[config.mk]
export PLATFORM = sky130hd
export DESIGN_NAME = hst_fifo
export DESIGN_NICKNAME = d
export VERILOG_FILES = /design/src/sv/hst_pkg.sv /design/src/sv/hst_fifo.sv
export SDC_FILE = /design/constraint.sdc
export NUM_CORES = 1
export LEC_CHECK = 0
export BUFFER_PORTS_ARGS = -buffer_cell sky130_fd_sc_hd__buf_4
export CORE_ASPECT_RATIO = 1.75
export CORE_MARGIN = 5
export CORE_UTILIZATION = 55
export DETAILED_ROUTE_END_ITERATION = 8
export GPL_TIMING_DRIVEN = 0
export PLACE_DENSITY = 0.8
export SYNTH_ARGS = -nofsm -noshare
export SYNTH_HDL_FRONTEND = slang
export SYNTH_SLANG_ARGS = --single-unit
[constraint.sdc]
create_clock -name clk_i -period 4.4 [get_ports clk_i]
set_input_delay 0.88 -clock clk_i [delete_from_list [all_inputs] [get_ports clk_i]]
set_output_delay 0.88 -clock clk_i [all_outputs]
set_load 0.01 [all_outputs]
[src/sv/hst_pkg.sv]
// ----------------------------------------------------------------------------
// hst_pkg
// shared widths, defaults, opcodes and the queued command type
// ----------------------------------------------------------------------------
package hst_pkg;

  // field widths of the transactions
  localparam int OPCODE_W = 2;
  localparam int PIECE_W  = 4;
  localparam int SQUARE_W = 6;
  localparam int BONUS_W  = 16;
  localparam int SCORE_W  = 16;

  // parameter defaults
  localparam int SCORE_LIMIT_DEF = 16384;
  localparam int PIECE_CODES_DEF = 16;
  localparam int SQUARES_DEF     = 64;

  // widest values the parameter ranges allow
  localparam int ADDR_MAX_W = PIECE_W + SQUARE_W;
  localparam int MAG_MAX_W  = 15;

  // ageing divides by two to the power of this
  localparam int AGE_SHIFT = 3;

  // entries of the queue between front and back
  localparam int QUEUE_DEPTH = 2;

  typedef enum logic [OPCODE_W-1:0] {
    OP_UPDATE = 2'd0,
    OP_AGE    = 2'd1,
    OP_READ   = 2'd2
  } hst_op_e;

  // classified command handed from front to back
  typedef struct packed {
    hst_op_e                     op;
    logic                        in_range;
    logic [ADDR_MAX_W-1:0]       addr;
    logic signed [SCORE_W-1:0]   bonus;
    logic [MAG_MAX_W-1:0]        mag;
  } hst_cmd_t;

endpackage

[src/sv/hst_fifo.sv]
// ----------------------------------------------------------------------------
// hst_fifo
// short command queue decoupling front and back
// ----------------------------------------------------------------------------
module hst_fifo (
  input  logic                 clk_i,
  input  logic                 rst_ni,
  input  logic                 push_valid_i,
  output logic                 push_ready_o,
  input  hst_pkg::hst_cmd_t    push_data_i,
  output logic                 pop_valid_o,
  input  logic                 pop_ready_i,
  output hst_pkg::hst_cmd_t    pop_data_o
);

  localparam int DEPTH = hst_pkg::QUEUE_DEPTH;
  localparam int PTR_W = (DEPTH > 1) ? $clog2(DEPTH) : 1;
  localparam int CNT_W = $clog2(DEPTH + 1);

  hst_pkg::hst_cmd_t  mem_q [DEPTH];
  logic [PTR_W-1:0]   wr_ptr_q, wr_ptr_d;
  logic [PTR_W-1:0]   rd_ptr_q, rd_ptr_d;
  logic [CNT_W-1:0]   count_q, count_d;
  logic               push, pop;

  assign push_ready_o = (count_q != CNT_W'(DEPTH));
  assign pop_valid_o  = (count_q != '0);
  assign push         = push_valid_i && push_ready_o;
  assign pop          = pop_ready_i && pop_valid_o;
  assign pop_data_o   = mem_q[rd_ptr_q];

  // pointer and fill level update
  always_comb begin
    wr_ptr_d = wr_ptr_q;
    rd_ptr_d = rd_ptr_q;
    count_d  = count_q;
    if (push) begin
      wr_ptr_d = (wr_ptr_q == PTR_W'(DEPTH - 1)) ? '0 : wr_ptr_q + 1'b1;
    end
    if (pop) begin
      rd_ptr_d = (rd_ptr_q == PTR_W'(DEPTH - 1)) ? '0 : rd_ptr_q + 1'b1;
    end
    if (push && !pop) begin
      count_d = count_q + 1'b1;
    end else if (pop && !push) begin
      count_d = count_q - 1'b1;
    end
  end

  always_ff @(posedge clk_i or negedge rst_ni) begin
    if (!rst_ni) begin
      wr_ptr_q <= '0;
      rd_ptr_q <= '0;
      count_q  <= '0;
    end else begin
      wr_ptr_q <= wr_ptr_d;
      rd_ptr_q <= rd_ptr_d;
      count_q  <= count_d;
    end
  end

  // storage, no reset needed
  always_ff @(posedge clk_i) begin
    if (push) begin
      mem_q[wr_ptr_q] <= push_data_i;
    end
  end

endmodule

# Word level (Yosys, flattened, before mapping)
# Memories as Yosys holds them, arrays and structs flattened.
# Index checks and enable logic that the tools add are counted.
# Widths: inputs -> output; s select.
dict set report totals {
  reg_bits 4
  latchBits 0
  ram_bits 88
  rom_bits 0
  inputBits 48
  out_inout_bits 46
  wordCells 23
  n_memories 1
}
# name words width rd rd_clocked_by_memory_dff write_ports line_no
set memory_table {}
lappend memory_table {mem_q 2 44 1 0 1 hst_fifo.sv:20} ;# hst_pkg::hst_cmd_t mem_q [DEPTH];
dict set report op_classes {
  add_sub_neg 4
  multipliers 0
  div_mod_pow 0
  order_cmp 0
  eq_ne 1
  shifts 0
  muxes 6
  n_bitwise 0
  reduce_logical 8
}
# op n
set op_table {}
lappend op_table {{$logic_and 1x1->1} 4}
lappend op_table {{$mux 1} 4}
lappend op_table {{$mux 2} 2}
lappend op_table {{$reduce_bool 2->1} 2}
lappend op_table {{$add 1x1->1 const B} 2}
lappend op_table {{$add 2x1->2 const B} 1}
lappend op_table {{$logic_not 1->1} 2}
lappend op_table {{$ne 2x2->1 const B} 1}
lappend op_table {{$sub 2x1->2 const B} 1}

# Logic depth before layout (Yosys ltp)
# Gate-level depths: netlist of the first run.
dict set report depth {
  depth_word 6
  ltp_mapped 7
  depth_no_buf 7
}

# Worst setup path before layout of the first run
# OpenSTA, ideal clock, no wires.
dict set report synth_path {
  kind {input -> register}
  from {input push_valid_i}
  to {memory mem_q[0][0] in the netlist's numbering (enable)}
  setup_time_ps 445
  arrival_ps 2822
  required_ps 3955
  path_slack_ps 1133
  stages 2
  path_buffers 0
  cell_sequence {nand2_1 nor2_1}
}
dict set report synth_between {
  elab_chain_len 3
}
# element line_no
set synth_lines {}
lappend synth_lines {{start, declared} hst_fifo.sv:8} ;# input logic push_valid_i,
lappend synth_lines {{$logic_and 1x1->1} hst_fifo.sv:28} ;# assign push = push_valid_i && push_ready_o;
lappend synth_lines {{$mux 1} hst_fifo.sv:64} ;# if (push) begin
lappend synth_lines {{$mux 1 (implied by the code)} hst_fifo.sv:65} ;# mem_q[wr_ptr_q] <= push_data_i;
lappend synth_lines {{end, declared} hst_fifo.sv:20}
# No other way between the ends.

==> results of run 1 <==
## worst max-delay path: stages, from the launching register on
cell	delay, ps
dfrtp_1	340
buf_6	180
buf_12	160
mux2_4	310
buf_4	150
## metrics by stage
step / power, mW / utilization
after floorplan: 2.01 / -
after global placement: 2.44 / 0.679
after detailed placement: 2.48 / 0.686
after CTS: 3.33 / 0.737
after global routing: 3.44 / 0.737
final: 3.29 / 0.737
## state kept, by name, summed over array words and instances (netlist names)
register / count
count_q: 2
mem_q: 88
rd_ptr_q: 1
wr_ptr_q: 1
## per-layer routing
| layer | share of wire | wire, µm | vias up |
|---|---|---|---|
| li1 | - | - | 815 |
| met1 | 0.33 | 2060 | 865 |
| met2 | 0.58 | 3580 | 58 |
| met3 | 0.073 | 455 | 11 |
| met4 | 0.020 | 126 | 0 |
| met5 | 0 | 0 | - |
## final timing paths
path	from	endpoint	slack, ps
min in group clk_i	count_q[1]$_DFFE_PN0P_	count_q[1]$_DFFE_PN0P_	520
worst max-delay path	rd_ptr_q$_DFFE_PN0P_	pop_data_o[21]	2040
worst min register to register	count_q[1]$_DFFE_PN0P_	count_q[1]$_DFFE_PN0P_	520
worst max register to register	count_q[0]$_DFFE_PN0P_	mem_q[0][39]$_DFFE_PP_	2550
max in group asynchronous	rst_ni	rd_ptr_q$_DFFE_PN0P_	3980
worst min-delay path	rst_ni	wr_ptr_q$_DFFE_PN0P_	330
## cells in the final DEF (no fill, tap or decap)
cell / instances
buf_4: 93
edfxtp_1: 88
mux2_4: 39
clkbuf_16: 9
buf_12: 6
mux2_2: 5
clkinv_1: 4
dfrtp_1: 4
xnor2_1: 3
bufinv_16: 3
nand2_1: 2
xor2_1: 2
buf_6: 1
nand2b_1: 1
inv_1: 1
or2_1: 1
and3_2: 1
nor2_4: 1
nor2_1: 1
ha_1: 1
## synth_stat cells (all sizes together)
master and n:
inv 1, buf 5, nand2 2, xnor2 3, mux2 44, or2 1, and3 1, nand2b 1
ha 1, edfxtp 88, nor2 2, xor2 2, dfrtp 4
## final cells by class
type	count	area, µm²
Multi-Input combinational cell	57	741
Timing Repair Buffer	95	738
Buffer	5	91.3
Sequential cell	92	2740
Tap cell	82	103
Clock buffer	9	225
Fill cell	404	1690
Clock inverter	7	105
Inverter	1	3.75
## logic make-up after synthesis
family	share of synthesized area
xor+xnor	0.0123
fa+ha+maj	0.00350
buf+inv	0.0266
flops	0.768
mux	0.180
simple gates	0.00947
## power by group through the flow
stage                     sequential (mW)  combinational, mW  clock, mW
final                                1.26               1.19      0.841
after global routing                 1.28               1.26      0.903
after CTS                            1.27               1.21      0.855
after detailed placement             1.28               1.20          0
after global placement               1.28               1.16          0
after floorplan                      1.27              0.743          0
==> run summary, run 1 <==
DIE AREA - 8270 µm²
Reg clk slew, reported paths - 60 ps
Global-route wire length before repair - 9.26 mm
GR peak layer - met2
Setup TNS - 0 ps
Routability congestion estimate from global placement - 0.675
Sw frac - 0.264
Max_slew headroom - 0.597
Worst-Margin Slew - 603 ps
Number of global-route vias before repair - 1888
Worst skew pair latency - 340 ps
Hold Violations, Final - 0
Min Hold Slack - 325 ps
Met1 usage - 0.155
Port bufs - 93
Post-CTS Setup Repair Bufs - 0
Slew Viols, Final - 0
Achievable frequency - 424 MHz
Synthesized net count - 204
Num CTS Buffers - 9
Sequential area share after synthesis - 0.768
DP HPWL - 4.17 mm
DR DRC count - 0
Worst vdd ir - 0.535 mV
Critical Path Source Type - flop
Post-synthesis average cell area - 23.0 µm²
Critical path fanouts, max - 10
Fin nets - 310
Die height - 117 µm
Max Cap Violations - 0
Die Wd - 70.9 µm
Row count - 39
Status - finished, final reports clean
Hold Buf Count CTS - 0
Tot GR Track Use - 0.157
Wire per inst - 17.9 µm
FF+latch count, synth - 92
Antenna cells - 0
WL final - 6.22 mm
Clk buf depth - 2
Setup violators final - 0
Setup WS pre-CTS - 2200 ps
Sequential Power Share - 0.384
CTS HTree Levels - 3
CP Class - reg2out
Synth top area share - 0.740
RSZ-0062 raised after global routing - no
Worst Hold Class - in2async
M2 GR Usage - 0.281
Syn-to-layout area delta - 33.1%
Tcrit/Tclk final - 0.536
Largest net degree at the start of global routing - 30
Iter 0 DRT Violations - 80
Initial Util - 0.554
Yosys warns - 0
PD cells - 693 nW/µm²
FF-to-FF path depth - 4
Fin crit period - 2360 ps
Post-route design area - 4750 µm²
Initial antenna violation count - 0
WP data arrival - 1480 ps
Psw - 0.870 mW
Core ar. - 6440 µm²
Post-synth top area cell - edfxtp_1
Pre-Repair DR Iteration Count - 4
Int Pwr - 2.42 mW
Layout cells sized above 1 - 0.594
CTS root buffer - clkbuf_16
Clock power share - 0.255
Post-route clock skew - 4.66 ps
Gate Count Post-Synth - 155
Synth top area cells - edfxtp_1, mux2_4, dfrtp_1
Met3 GRT Util - 0.0663
Logic pwr share - 0.361
Worst setup margin - 2040 ps
Congestion Overflow GR - 0
Via Count - 1749
LEAKAGE - 1.92 nW
Placed insts - 332
Crit. End Element - primary output
Synth cell types - 15
Ports - 94
Fin cells - 348
Cts repair resizes - 0
Via density per instance - 5.03
Mapped cell area - 3570 µm²
CTS tree - done
Total clock sinks - 92
ANT nets after route - 0
Placed Area - 4420 µm²
Worst Path Required - 3520 ps
Power figures use the tool's default switching activity.
==> inputs of run 2 (changes only) <==
--- a/config.mk
+++ b/config.mk
@@ -8,10 +8,10 @@
 export BUFFER_PORTS_ARGS = -buffer_cell sky130_fd_sc_hd__buf_4
 export CORE_ASPECT_RATIO = 1.75
 export CORE_MARGIN = 5
-export CORE_UTILIZATION = 55
+export CORE_UTILIZATION = 47
 export DETAILED_ROUTE_END_ITERATION = 8
 export GPL_TIMING_DRIVEN = 0
-export PLACE_DENSITY = 0.8
+export PLACE_DENSITY = 0.72
 export SYNTH_ARGS = -nofsm -noshare
 export SYNTH_HDL_FRONTEND = slang
 export SYNTH_SLANG_ARGS = --single-unit
==> constraint.sdc (replaced) <==
create_clock -name clk_i -period 2.1 [get_ports clk_i]
set_input_delay 0.42 -clock clk_i [delete_from_list [all_inputs] [get_ports clk_i]]
set_output_delay 0.42 -clock clk_i [all_outputs]
set_load 0.01 [all_outputs]
==> run summary, run 2 (same netlist as run 1, synthesis figures left out) <==
Die height - 125 µm
Pre-Repair DR Iteration Count - 4
CP Cell Sequence - buf_6, buf_12, mux2_4, buf_4
FF-to-FF path depth - 2
Placed insts - 336
Commonest non-fill, non-tap cell in the layout - buf_4
LEAKAGE - 1.87 nW
Antenna cells - 0
Via density per instance - 4.78
Syn-to-layout area delta - 30.6%
Sequential Power Share - 0.412
Num CTS Buffers - 9
DIE AREA - 9510 µm²
Psw - 1.76 mW
Slew Viols, Final - 0
Critical path fanouts, max - 10
R2R Setup Slk - 220 ps
Worst stage delay on the critical path - 370 ps
Top reg by flops - mem_q
Fin crit period - 1880 ps
Worst skew pair latency - 330 ps
Number of flip-flops under the largest register name - 88
Sw frac - 0.274
Worst Path Required - 1680 ps
Row count - 42
Most frequent cells in the layout - buf_4, edfxtp_1, mux2_4
Setup violators final - 0
RSZ-0062 raised after global routing - no
Slowest cell on the critical path - dfrtp_1
Placed Area - 4390 µm²
Congestion Overflow GR - 0
Via Count - 1692
CTS tree - done
Delay-heaviest family, CP - buffers and inverters
Global-route wire length before repair - 9.17 mm
Hold Crit Depth - 1
CTS HTree Levels - 3
Number of global-route vias before repair - 1883
Initial antenna violation count - 0
WL final - 6.03 mm
Routability congestion estimate from global placement - 0.647
Worst vdd ir - 0.898 mV
Achievable frequency - 531 MHz
CP Class - reg2out
FF-to-FF Start - count_q[0]$_DFFE_PN0P_
PD cells - 1380 nW/µm²
Largest net degree at the start of global routing - 45
Status - finished, final reports clean
Number of buffers and inverters on the critical path - 3
ANT nets after route - 0
Total clock sinks - 92
Wire per inst - 17.0 µm
Clk buf depth - 2
Logic pwr share - 0.376
Clock power share - 0.212
RR Endpoint - mem_q[1][27]$_DFFE_PP_
Iter 0 DRT Violations - 97
DP HPWL - 4.18 mm
Max Cap Violations - 0
Initial Util - 0.475
WP data arrival - 1460 ps
Port bufs - 93
Hold Crit Endpoint - mem_q[1][2]$_DFFE_PP_
Hold Violations, Final - 0
Biggest regs - mem_q x88, count_q x2
Int Pwr - 4.68 mW
Setup WS pre-CTS - -34.3 ps
Tcrit/Tclk final - 0.896
Layout cells sized above 1 - 0.583
Hold Startpoint - push_data_i[2]
Worst Hold Class - in2reg
Reg clk slew, reported paths - 60 ps
Crit. End Element - primary output
Worst setup margin - 218 ps
DR DRC count - 0
CTS root buffer - clkbuf_16
Critical Path Source Type - flop
Die Wd - 75.9 µm
Core ar. - 7510 µm²
Max_slew headroom - 0.304
Post-route design area - 4660 µm²
Post-CTS Setup Repair Bufs - 0
Worst-Margin Slew - 1040 ps
Fin cells - 354
Fin nets - 310
Tot GR Track Use - 0.135
Post-route clock skew - 4.05 ps
Ports - 94
[run 2: changes by cell type in the layout (fill, tap and decap cells not counted)]
cell and delta:
clkbuf_1 +3, nor2_4 +1, clkinv_2 +1, dlygate4sd3_1 +1
bufinv_16 -3, buf_12 -2, clkinv_1 -1
[run 2: repair_timing]
action / in CTS / in global routing
hold buffers: 1 / 0
endpoints found under the hold margin: 4 / 0
gates resized for setup: 1 / 0
setup endpoints to repair: 44 / 0
[run 2: power by group through the flow]
stage	clock, mW	combinational [mW]	sequential [mW]
global placement	0	2.44	2.66
finish	1.37	2.42	2.65
floorplan	0	1.57	2.65
detailed placement	0	2.46	2.69
global route	1.49	2.60	2.69
CTS	1.41	2.49	2.66
[run 2: cell type report]
type                       count  area (µm²)
multi-input combinational     58         752
timing repair buffer          94         708
clock inverter                 4        16.3
inverter                       1        3.75
sequential                    92        2740
buffer                         5        91.3
clock buffer                  12         236
tap                           88         110
fill                         569        2850
[run 2: per-stage QoR]
step                power (mW)  TNS (ps)  hold WS [ps]   util
floorplan                 4.21         0           124      -
global placement          5.10      -735           219  0.584
detailed placement        5.15     -1370           220  0.584
CTS                       6.55         0           259  0.620
global route              6.78         0           258  0.620
finish                    6.44         0           270  0.620
[run 2: worst max path at each step]
stage | start | endpoint | slack (ps) | cells after the start
after global routing | count_q[0]$_DFFE_PN0P_ | mem_q[1][10]$_DFFE_PP_ | 80 | 2
after CTS | count_q[0]$_DFFE_PN0P_ | mem_q[1][32]$_DFFE_PP_ | 170 | 2
after floorplan | count_q[0]$_DFFE_PN0P_ | mem_q[0][0]$_DFFE_PP_ | 310 | 3
final | rd_ptr_q$_DFFE_PN0P_ | pop_data_o[12] | 220 | 4
after global placement | count_q[0]$_DFFE_PN0P_ | mem_q[0][0]$_DFFE_PP_ | -20 | 3
after detailed placement | count_q[0]$_DFFE_PN0P_ | mem_q[0][38]$_DFFE_PP_ | -30 | 3
[run 2: per-layer routing]
layer / vias to the layer above / GRT usage / part of all wire
li1: 819 / - / -
met1: 808 / 0.138 / 0.34
met2: 52 / 0.234 / 0.56
met3: 13 / 0.0490 / 0.084
met4: 0 / 0.0618 / 0.019
met5: - / 0 / 0
