### config.mk
export PLATFORM = sky130hd
export DESIGN_NAME = hst_front_flat
export DESIGN_NICKNAME = d
export VERILOG_FILES = /design/src/sv/hst_pkg.sv /design/src/sv/hst_if.sv /design/src/sv/hst_front.sv /design/src/flat_wrapper.sv
export SDC_FILE = /design/constraint.sdc
export NUM_CORES = 1
export LEC_CHECK = 0
export BUFFER_PORTS_ARGS = -buffer_cell sky130_fd_sc_hd__buf_4
export CORE_MARGIN = 4
export CORE_UTILIZATION = 34
export DETAILED_ROUTE_END_ITERATION = 16
export PLACE_DENSITY = 0.81
export SETUP_SLACK_MARGIN = 0.4
export SYNTH_ARGS = -nofsm -noshare
export SYNTH_HDL_FRONTEND = slang
export SYNTH_SLANG_ARGS = --single-unit
### constraint.sdc
create_clock -name vclk -period 2.81
set_input_delay 0.1405 -clock vclk [all_inputs]
set_output_delay 0.1405 -clock vclk [all_outputs]
set_load 0.02 [all_outputs]
### src/sv/hst_pkg.sv
// ----------------------------------------------------------------------------
// hst_pkg
// shared widths, defaults, opcodes and the queued command type
// ----------------------------------------------------------------------------
package hst_pkg;

  // field widths of the transactions
  localparam int OPCODE_W = 2;
  localparam int PIECE_W  = 4;
  localparam int SQUARE_W = 6;
  localparam int BONUS_W  = 16;
  localparam int SCORE_W  = 16;

  // parameter defaults
  localparam int SCORE_LIMIT_DEF = 16384;
  localparam int PIECE_CODES_DEF = 16;
  localparam int SQUARES_DEF     = 64;

  // widest values the parameter ranges allow
  localparam int ADDR_MAX_W = PIECE_W + SQUARE_W;
  localparam int MAG_MAX_W  = 15;

  // ageing divides by two to the power of this
  localparam int AGE_SHIFT = 3;

  // entries of the queue between front and back
  localparam int QUEUE_DEPTH = 2;

  typedef enum logic [OPCODE_W-1:0] {
    OP_UPDATE = 2'd0,
    OP_AGE    = 2'd1,
    OP_READ   = 2'd2
  } hst_op_e;

  // classified command handed from front to back
  typedef struct packed {
    hst_op_e                     op;
    logic                        in_range;
    logic [ADDR_MAX_W-1:0]       addr;
    logic signed [SCORE_W-1:0]   bonus;
    logic [MAG_MAX_W-1:0]        mag;
  } hst_cmd_t;

endpackage

### src/sv/hst_if.sv
// ----------------------------------------------------------------------------
// hst_if
// valid/ready channels for request and result transactions
// ----------------------------------------------------------------------------
interface hst_in_if;
  logic                                valid;
  logic                                ready;
  logic [hst_pkg::OPCODE_W-1:0]        opcode;
  logic [hst_pkg::PIECE_W-1:0]         piece_code;
  logic [hst_pkg::SQUARE_W-1:0]        dest_square;
  logic signed [hst_pkg::BONUS_W-1:0]  bonus;

  modport source (output valid, output opcode, output piece_code, output dest_square,
                  output bonus, input ready);
  modport sink   (input valid, input opcode, input piece_code, input dest_square,
                  input bonus, output ready);
endinterface


### src/sv/hst_front.sv
// ----------------------------------------------------------------------------
// hst_front
// accepts request transactions, decodes, range-checks and clamps them
// ----------------------------------------------------------------------------
module hst_front #(
  parameter int SCORE_LIMIT = hst_pkg::SCORE_LIMIT_DEF,
  parameter int PIECE_CODES = hst_pkg::PIECE_CODES_DEF,
  parameter int SQUARES     = hst_pkg::SQUARES_DEF
) (
  hst_in_if.sink               in_i,
  input  logic                 init_done_i,
  output logic                 push_valid_o,
  input  logic                 push_ready_i,
  output hst_pkg::hst_cmd_t    push_data_o
);

  localparam int AMW = hst_pkg::ADDR_MAX_W;
  localparam int SW  = hst_pkg::SCORE_W;
  localparam logic signed [SW-1:0] LIM_POS = SW'(SCORE_LIMIT);
  localparam logic signed [SW-1:0] LIM_NEG = -SW'(SCORE_LIMIT);

  logic signed [SW-1:0] bonus_clamped;
  logic signed [SW-1:0] bonus_abs;

  // handshake, held off during the clearing sweep
  assign in_i.ready   = push_ready_i && init_done_i;
  assign push_valid_o = in_i.valid && init_done_i;

  // bonus clamp and magnitude
  always_comb begin
    if (in_i.bonus > LIM_POS) begin
      bonus_clamped = LIM_POS;
    end else if (in_i.bonus < LIM_NEG) begin
      bonus_clamped = LIM_NEG;
    end else begin
      bonus_clamped = in_i.bonus;
    end
    bonus_abs = bonus_clamped[SW-1] ? -bonus_clamped : bonus_clamped;
  end

  // command classification
  always_comb begin
    case (hst_pkg::hst_op_e'(in_i.opcode))
      hst_pkg::OP_UPDATE: push_data_o.op = hst_pkg::OP_UPDATE;
      hst_pkg::OP_AGE:    push_data_o.op = hst_pkg::OP_AGE;
      default:            push_data_o.op = hst_pkg::OP_READ;
    endcase
    push_data_o.in_range = (int'(in_i.piece_code) < PIECE_CODES) &&
                           (int'(in_i.dest_square) < SQUARES);
    push_data_o.addr     = AMW'(in_i.piece_code) * AMW'(SQUARES) + AMW'(in_i.dest_square);
    push_data_o.bonus    = bonus_clamped;
    push_data_o.mag      = bonus_abs[hst_pkg::MAG_MAX_W-1:0];
  end

endmodule

### src/flat_wrapper.sv
// flat-port wrapper written by rule: the top's interface ports become plain ports
module hst_front_flat 
#(
  parameter int SCORE_LIMIT = hst_pkg::SCORE_LIMIT_DEF,
  parameter int PIECE_CODES = hst_pkg::PIECE_CODES_DEF,
  parameter int SQUARES     = hst_pkg::SQUARES_DEF
)
  (init_done_i, push_valid_o, push_ready_i, push_data_o, in_i_valid, in_i_opcode, in_i_piece_code, in_i_dest_square, in_i_bonus, in_i_ready);
  hst_in_if in_i_i ();
  input  logic init_done_i;
  output logic push_valid_o;
  input  logic push_ready_i;
  output hst_pkg::hst_cmd_t push_data_o;
  input wire logic [$bits(in_i_i.valid)-1:0] in_i_valid;
  input wire logic [$bits(in_i_i.opcode)-1:0] in_i_opcode;
  input wire logic [$bits(in_i_i.piece_code)-1:0] in_i_piece_code;
  input wire logic [$bits(in_i_i.dest_square)-1:0] in_i_dest_square;
  input wire logic [$bits(in_i_i.bonus)-1:0] in_i_bonus;
  output wire logic [$bits(in_i_i.ready)-1:0] in_i_ready;
  assign in_i_i.valid = in_i_valid;
  assign in_i_i.opcode = in_i_opcode;
  assign in_i_i.piece_code = in_i_piece_code;
  assign in_i_i.dest_square = in_i_dest_square;
  assign in_i_i.bonus = in_i_bonus;
  assign in_i_ready = in_i_i.ready;
  hst_front #(.SCORE_LIMIT(SCORE_LIMIT), .PIECE_CODES(PIECE_CODES), .SQUARES(SQUARES)) u_core (.in_i(in_i_i), .init_done_i(init_done_i), .push_valid_o(push_valid_o), .push_ready_i(push_ready_i), .push_data_o(push_data_o));
endmodule
# Word level (Yosys, flattened, before mapping)
# Cells that the tools add are included.
# word_totals
wordCells,12
mem_bits_rw,0
latch_bits,0
ff_bits,0
output_inout_bits,46
n_memories,0
mem_bits_ro,0
# classes
mul,0
n_eq_ne,1
div_mod_pow,0
addsub,2
magnitude_cmp,2
muxes,4
n_shift,0
reduce_logical,3
n_bitwise,0
# ops
cell,n
$mux W16,2
$gt A16 B16 Y1 const B,1
$lt A16 B15 Y1 const B,1
$mux W15,1
$neg A15 Y15,1
$add A10 B6 Y10,1
$pmux W2 S2,1
$eq A2 B1 Y1 const B,1
$logic_and A1 B1 Y1,2
$logic_not A2 Y1,1

# Logic depth before layout (Yosys ltp)
# Gate-level depths: netlist of the first run.
# logic_depth
ltp_word,5
ltp_mapped,12

# Worst setup path before layout of the first run
# No wires, ideal clock.
# synth_timing
path_type,input to output
start,input port in_i_bonus[8]
end,output port push_data_o[4] (netlist bit)
stages,10
slack_ns,-0.229
arrival_ns,2.899
cell_sequence,clkbuf_1 > or4_1 > o41a_1 > a21boi_2 > buf_6 > nand2_1 > ha_1 > clkbuf_1 > o21a_1 > a311oi_1
# synth_lines
element,line,text
from (decl),flat_wrapper.sv:18,input wire logic [$bits(in_i_i.bonus)-1:0] in_i_bonus;
to (decl),flat_wrapper.sv:13,output hst_pkg::hst_cmd_t push_data_o;

==> results.yml, run 1 <==
die:
  start_util: 0.3701
  die_x_um: 55.15
  die_y_um: 55.15
  row_count: 16
  io_pins: 77
  core_area_um2: 2042
  fp.dieArea_um2: 3041
sta:
  fmaxAchievable_ghz: 0.3885
  max_slew.worst_pin.slew_ns: 0.5100
  period_minus_slack_ns: 2.574
  setup_tns_ns: 0
  hold_viol: 0
  rsz0062_at_grt: "yes"
  setup_viol: 0
  finalCritPeriodShare: 0.9159
  slew_headroom: 0.6600
  slew_violations: 0
  holdWs_ns: 0.2810
drt:
  drc_errors: 0
  drt-initial-drc-count: 19
  drt_wl_total_mm: 3.060
  drtPass1Iterations: 4
  viasPerCell: 5.677
  vias: 1107
  ant_nets: 0
  wl_per_cell_um: 15.69
worst_hold_path:
  hold_path.class: "in2out"
critical_path:
  crit_arrival_ns: 2.43
  critPathKind: "in2out"
  cp.required_ns: 2.67
  cp_max_fo: 6
  worst_setup_path_end_kind: "primary output"
  crit_path_start_kind: "input port"
global_route:
  grt_pass1_vias: 993
  antenna_found_initial: 0
  grt_start_max_net_pins: 17
  overflow: 0
  grt_pass1_wl_mm: 4.526
  grt_util_all_layers: 0.1952
place:
  hpwl_mm: 2.275
  port_buffers: 56
  gp_congestion: 0.9206
  postPlaceCellArea_um2: 1185
synth:
  synthCells: 124
  syn_area_per_cell_um2: 6.095
  syn_nets: 156
  synth_area_um2: 755.7
  synth_cell_types: 40
  ys_seq_area_frac: 0
  yosysWarnings: 0
cells_and_area:
  layout.nets: 202
  synthToLayoutAreaGrowth_pct: 79.14
  utilization: 0.6630
  finalInstanceArea_um2: 1354
  design.seq.count: 0
  diodes: 0
  seqCellArea_um2: 0
  final_common_cell: "buf_4"
  drive_gt1_frac: 0.5357
  mostFrequentLayoutCells: "buf_4, and2_1, nand2_1, buf_6, nor2_1"
  clkbuf_count: 0
power_and_ir_drop:
  p_leak_nw: 0.6022
  p_per_area_nw_per_um2: 208.6
  peakVddDrop_uv: 114.0
  power_mw: 0.2824
run:
  drv_cap: 0
outcome:
  run_status: "finished, final reports clean"
clock_network:
  hold_buffers: 0
-- cells in the mapped netlist (all sizes together) --
cell,number,area share
a211o,1,0.012
a211oi,2,0.020
a21boi,1,0.015
a21oi,4,0.026
a22o,2,0.023
a311oi,2,0.023
a31oi,1,0.0083
and2,15,0.12
and3,2,0.017
buf,15,0.15
clkbuf,7,0.035
conb,1,0.0050
ha,1,0.017
inv,4,0.020
mux2i,1,0.013
nand2,14,0.070
nand2b,1,0.0083
nand3,1,0.0066
nor2,10,0.050
nor2b,2,0.017
nor3,6,0.040
nor4,2,0.017
o211a,1,0.013
o21a,1,0.0099
o21ai,5,0.033
o22ai,1,0.0083
o2bb2ai,2,0.023
o31ai,3,0.030
o41a,2,0.030
o41ai,1,0.012
or2,3,0.025
or3,1,0.0083
or4,6,0.060
or4bb,1,0.015
xnor2,1,0.012
xor2,1,0.012
-- power breakdown --
group	total (mW)	switching (mW)	internal (mW)
Clock	0	0	0
Sequential	0	0	0
Combinational	0.282	0.150	0.133
Total	0.282	0.150	0.133
-- worst max-delay path, stage by stage --
cell and delay [ns]:
buf_8 0.10, or4_4 0.53, o41a_1 0.47, a21boi_2 0.22
nand2_2 0.10, ha_4 0.19, o21a_4 0.23, nand2_4 0.07
o22ai_4 0.07, nor3_4 0.17, buf_6 0.14
-- kinds of logic after synthesis --
kind of cell / after synthesis / share of synthesized area
and+or+nand+nor: 64 / 0.4553
AOI/OAI and AO/OA: 29 / 0.2864
buffers and inverters: 26 / 0.2003
xor gates and xnor gates: 2 / 0.02318
muxes: 1 / 0.01325
adders and majority gates: 1 / 0.01655
other: 1 / 0.004962
-- through the flow --
stage	std cells	setup slack (ns)
floorplan	124	0.08004
global placement	188	0.1861
detailed placement	188	0.1360
CTS	194	0.2541
global route	195	0.1666
finish	195	0.2362
-- repair_timing --
item                                    in CTS  in global routing
endpoints found under the setup margin       7                  6
setup buffers                                6                  1
resized for setup                           20                  8
pin swaps                                   12                 10
-- final timing paths --
| path | start | endpoint | depth (start not counted) | slack [ns] |
|---|---|---|---|---|
| setup / recovery | in_i_bonus[7] | push_data_o[8] | 11 | 0.24 |
| hold / removal | in_i_dest_square[0] | push_data_o[31] | 0 | 0.28 |
-- metal layers --
layer | part of all wire | track usage | up-vias | routed length, um
met5 | 0 | 0 | - | 0
met4 | 0.0020 | 0.03644 | 0 | 6
met3 | 0.091 | 0.005362 | 2 | 278
met2 | 0.51 | 0.3760 | 64 | 1559
met1 | 0.40 | 0.2392 | 521 | 1215
li1 | - | - | 520 | -
-- cell type report --
cell class / instances / area [um2]
Multi-Input combinational cell: 98 / 753.2
Fill cell: 179 / 688.2
Timing Repair Buffer: 66 / 551.8
Tap cell: 27 / 33.78
Inverter: 4 / 15.01
(Power assumes the default switching activity.)
==> run 2, diff against run 1 <==
--- a/config.mk
+++ b/config.mk
@@ -10,6 +10,8 @@
 export CORE_UTILIZATION = 34
 export DETAILED_ROUTE_END_ITERATION = 16
 export PLACE_DENSITY = 0.81
+export RECOVER_POWER = 25
+export REMOVE_ABC_BUFFERS = 1
 export SETUP_SLACK_MARGIN = 0.4
 export SYNTH_ARGS = -nofsm -noshare
 export SYNTH_HDL_FRONTEND = slang
==> run 2 against run 1 <==
Worst setup slack worse by 0.016 ns. Final area is 6.0% lower. Routed wire length is 7.1% lower. Critical endpoint is now push_data_o[12]. Highest routed layer is now met3.
==> results.yml, run 2 (synthesis gave the netlist of run 1 again) <==
outcome:
  run_status: "finished, final reports clean"
die:
  core_area_um2: 2042
  row_count: 16
  die_y_um: 55.15
  fp.dieArea_um2: 3041
  die_x_um: 55.15
  io_pins: 77
  start_util: 0.3701
worst_hold_path:
  hold_path.class: "in2out"
  min_to: "push_data_o[31]"
  holdPathStages: 0
  worstHoldStart: "in_i_dest_square[0]"
sta:
  period_minus_slack_ns: 2.590
  setup_viol: 0
  fmaxAchievable_ghz: 0.3861
  finalCritPeriodShare: 0.9218
  rsz0062_at_grt: "yes"
  hold_viol: 0
  setup_ws_ns: 0.2199
  holdWs_ns: 0.2812
  slew_violations: 0
  setup_tns_ns: 0
drt:
  ant_nets: 0
  wl_per_cell_um: 14.22
  drc_errors: 0
  drtPass1Iterations: 4
  viasPerCell: 5.455
  drt_wl_total_mm: 2.844
  vias: 1091
  drt-initial-drc-count: 19
global_route:
  grt_start_max_net_pins: 17
  grt_pass1_wl_mm: 4.209
  antenna_found_initial: 0
  grt_pass1_vias: 960
  grt_util_all_layers: 0.1788
  overflow: 0
clock_network:
  hold_buffers: 0
place:
  pre_cts_ws_ns: 0.02146
  gp_congestion: 0.9408
  hpwl_mm: 2.139
  dp_cells: 191
  port_buffers: 56
power_and_ir_drop:
  p_per_area_nw_per_um2: 206.3
  p_switching_mw: 0.1382
  pwr-share-clk: 0
  p_int_mw: 0.1243
  seq_power_share: 0
  swShare: 0.5265
  peakVddDrop_uv: 111.0
  power_mw: 0.2626
  power_frac_comb: 1.000
  p_leak_nw: 0.5950
cells_and_area:
  layout.nets: 207
  clkbuf_count: 0
  mostFrequentLayoutCells: "buf_4, and2_1, nand2_1, nor2_1, nor3_1"
  diodes: 0
  seqCellArea_um2: 0
  fin_cells: 200
  design.seq.count: 0
  synthToLayoutAreaGrowth_pct: 68.38
  final_common_cell: "buf_4"
  drive_gt1_frac: 0.4971
critical_path:
  cp_max_fo: 7
  cpLargestDelayFamily: "compound AO/OA/AOI/OAI gates"
  crit_path_start_kind: "input port"
  cp_slowest_cell: "or4_4"
  crit_arrival_ns: 2.45
  max_stage_delay_ns: 0.53
  worst_setup_path_end_kind: "primary output"
  critical_path_buf_inv_count: 2
  cp.required_ns: 2.67
  critPathKind: "in2out"
  crit_chain: "buf_8 > or4_4 > o41a_1 > a21boi_2 > nand2_2 > ha_4 > or4bb_4 > nor2_4 > a211o_1 > buf_6"
run:
  drv_cap: 0
[run 2: layout make-up]
| class | count | area (um2) |
|---|---|---|
| Tap cell | 27 | 33.78 |
| Fill cell | 190 | 769.5 |
| Inverter | 4 | 15.01 |
| Multi-Input combinational cell | 98 | 668.1 |
| Timing Repair Buffer | 71 | 555.5 |
[run 2: power by group through the flow]
stage / Clock [mW] / Sequential, mW / Combinational (mW)
final: 0 / 0 / 0.263
after global routing: 0 / 0 / 0.279
after CTS: 0 / 0 / 0.252
after detailed placement: 0 / 0 / 0.232
after global placement: 0 / 0 / 0.229
after floorplan: 0 / 0 / 0.114
[run 2: per-layer routing]
metal	track usage	up-vias	wire length, um
met5	0	-	0
met4	0.01215	0	0
met3	0.04558	0	328
met2	0.3228	71	1391
met1	0.2206	491	1124
li1	-	529	-
[run 2: timing repair]
item,4_1_cts,5_1_grt
buffers inserted,6,3
setup endpoints to repair,7,7
pin swaps,14,10
resized for setup,14,8
[run 2: worst max-delay path by stage]
stage	slack, ns	depth (start not counted)	end	start
after global routing	0.17	11	push_data_o[8]	in_i_bonus[10]
after floorplan	-0.13	7	push_data_o[4]	in_i_bonus[4]
after CTS	0.26	11	push_data_o[8]	in_i_bonus[3]
after detailed placement	0.02	9	push_data_o[4]	in_i_bonus[4]
after global placement	0.08	9	push_data_o[4]	in_i_bonus[4]
final	0.22	10	push_data_o[12]	in_i_bonus[10]
[run 2: per-stage QoR]
step / instance area (um2) / util
floorplan: 619.3 / -
global placement: 1119 / 0.5478
detailed placement: 1119 / 0.5478
CTS: 1221 / 0.5980
global route: 1272 / 0.6232
finish: 1272 / 0.6232
==> run 3, diff against run 2 <==
--- a/config.mk
+++ b/config.mk
@@ -5,8 +5,8 @@
 export SDC_FILE = /design/constraint.sdc
 export NUM_CORES = 1
 export LEC_CHECK = 0
-export BUFFER_PORTS_ARGS = -buffer_cell sky130_fd_sc_hd__buf_4
-export CORE_MARGIN = 4
+export BUFFER_PORTS_ARGS = -buffer_cell sky130_fd_sc_hd__buf_2
+export CORE_MARGIN = 5
 export CORE_UTILIZATION = 34
 export DETAILED_ROUTE_END_ITERATION = 16
 export PLACE_DENSITY = 0.81
==> run 3 against run 2 <==
Sequential share of layout area unchanged. Hold slack about the same. Count of clock-buffer cells in the layout unchanged.
==> results.yml, run 3 (synthesis gave the netlist of run 1 again) <==
sta:
  fmaxAchievable_ghz: 0.3649
  holdWs_ns: 0.2812
  finalCritPeriodShare: 0.9752
  setup_tns_ns: 0
  setup_viol: 0
  hold_viol: 0
  period_minus_slack_ns: 2.740
  setup_ws_ns: 0.06962
  rsz0062_at_grt: "yes"
  slew_violations: 0
power_and_ir_drop:
  power_frac_comb: 1.000
  peakVddDrop_uv: 124.3
  power_mw: 0.2503
  pwr-share-clk: 0
  p_int_mw: 0.1078
  p_per_area_nw_per_um2: 208.6
  p_leak_nw: 0.5935
  p_switching_mw: 0.1425
  seq_power_share: 0
  swShare: 0.5694
critical_path:
  crit_arrival_ns: 2.60
  crit_path_start_kind: "input port"
  cp.required_ns: 2.67
  critPathKind: "in2out"
  crit_top_cell: "buf_4"
  max_stage_delay_ns: 0.54
  endpoint: "push_data_o[4]"
  crit_chain: "buf_6 > or4_4 > o41a_1 > a21boi_2 > nand2_2 > ha_4 > o21a_1 > buf_4 > a311oi_2 > buf_4"
  path_depth: 10
  cp_slowest_cell: "or4_4"
  worst_setup_path_end_kind: "primary output"
  cp_max_fo: 6
  cpLargestDelayFamily: "compound AO/OA/AOI/OAI gates"
  startpoint: "in_i_bonus[2]"
  critical_path_buf_inv_count: 3
cells_and_area:
  final_common_cell: "buf_2"
  synthToLayoutAreaGrowth_pct: 58.77
  diodes: 0
  fin_cells: 205
  seqCellArea_um2: 0
  layout.nets: 211
  utilization: 0.5531
  drive_gt1_frac: 0.5141
  clkbuf_count: 0
  mostFrequentLayoutCells: "buf_2, buf_4, and2_1, nand2_1, nor2_1"
  finalInstanceArea_um2: 1200
  design.seq.count: 0
global_route:
  grt_start_max_net_pins: 17
  antenna_found_initial: 0
  overflow: 0
  grt_pass1_vias: 991
  grt_pass1_wl_mm: 4.602
  grt_util_all_layers: 0.1664
die:
  die_x_um: 57.15
  core_area_um2: 2170
  fp.dieArea_um2: 3266
  row_count: 17
  die_y_um: 57.15
  start_util: 0.3483
  io_pins: 77
drt:
  vias: 1144
  drc_errors: 0
  viasPerCell: 5.580
  wl_per_cell_um: 15.77
  drt_wl_total_mm: 3.233
  drtPass1Iterations: 4
  ant_nets: 0
  drt-initial-drc-count: 62
place:
  gp_congestion: 0.8184
  pre_cts_ws_ns: 0.01416
  hpwl_mm: 2.108
  dp_cells: 197
  port_buffers: 56
  postPlaceCellArea_um2: 1017
run:
  drv_cap: 0
outcome:
  run_status: "finished, final reports clean"
worst_hold_path:
  hold_path.class: "in2out"
clock_network:
  hold_buffers: 0
## run 3: cell count changes in the layout (fill, tap and decap cells not counted), sizes merged
cell / previous run / this run
buf: 70 / 74
## run 3: power by group through the flow
stage               combinational [mW]  sequential (mW)  clock [mW]
finish                           0.250                0           0
global route                     0.268                0           0
CTS                              0.229                0           0
detailed placement               0.205                0           0
global placement                 0.204                0           0
floorplan                        0.114                0           0
## run 3: layout make-up
class / count / area [um2]
tap: 28 / 35.03
inverter: 4 / 15.01
timing repair buffer: 75 / 480.5
fill: 217 / 969.7
multi-input combinational: 98 / 669.4
## run 3: worst min path at each step
stage,startpoint,to,slack [ns],cells past startpoint
global route,in_i_dest_square[0],push_data_o[31],0.28,0
global placement,in_i_piece_code[1],push_data_o[38],0.28,0
floorplan,in_i_bonus[15],push_data_o[30],0.28,0
finish,in_i_piece_code[0],push_data_o[37],0.28,0
detailed placement,in_i_piece_code[1],push_data_o[38],0.28,0
CTS,in_i_piece_code[1],push_data_o[38],0.28,0
## run 3: what timing repair did
action,4_1_cts,5_1_grt
gates resized for setup,16,13
setup buffers,4,4
endpoints found under the hold margin,0,0
gates cloned,0,0
endpoints found under the setup margin,7,7
pin swaps,9,10
## run 3: routing by layer
| metal | part of all wire | wire (um) | vias to the layer above | global-route usage |
|---|---|---|---|---|
| met5 | 0 | 0 | - | 0 |
| met4 | 0.037 | 119 | 0 | 0.02318 |
| met3 | 0.13 | 420 | 10 | 0.05204 |
| met2 | 0.48 | 1538 | 88 | 0.2969 |
| met1 | 0.36 | 1154 | 510 | 0.1989 |
| li1 | - | - | 536 | - |
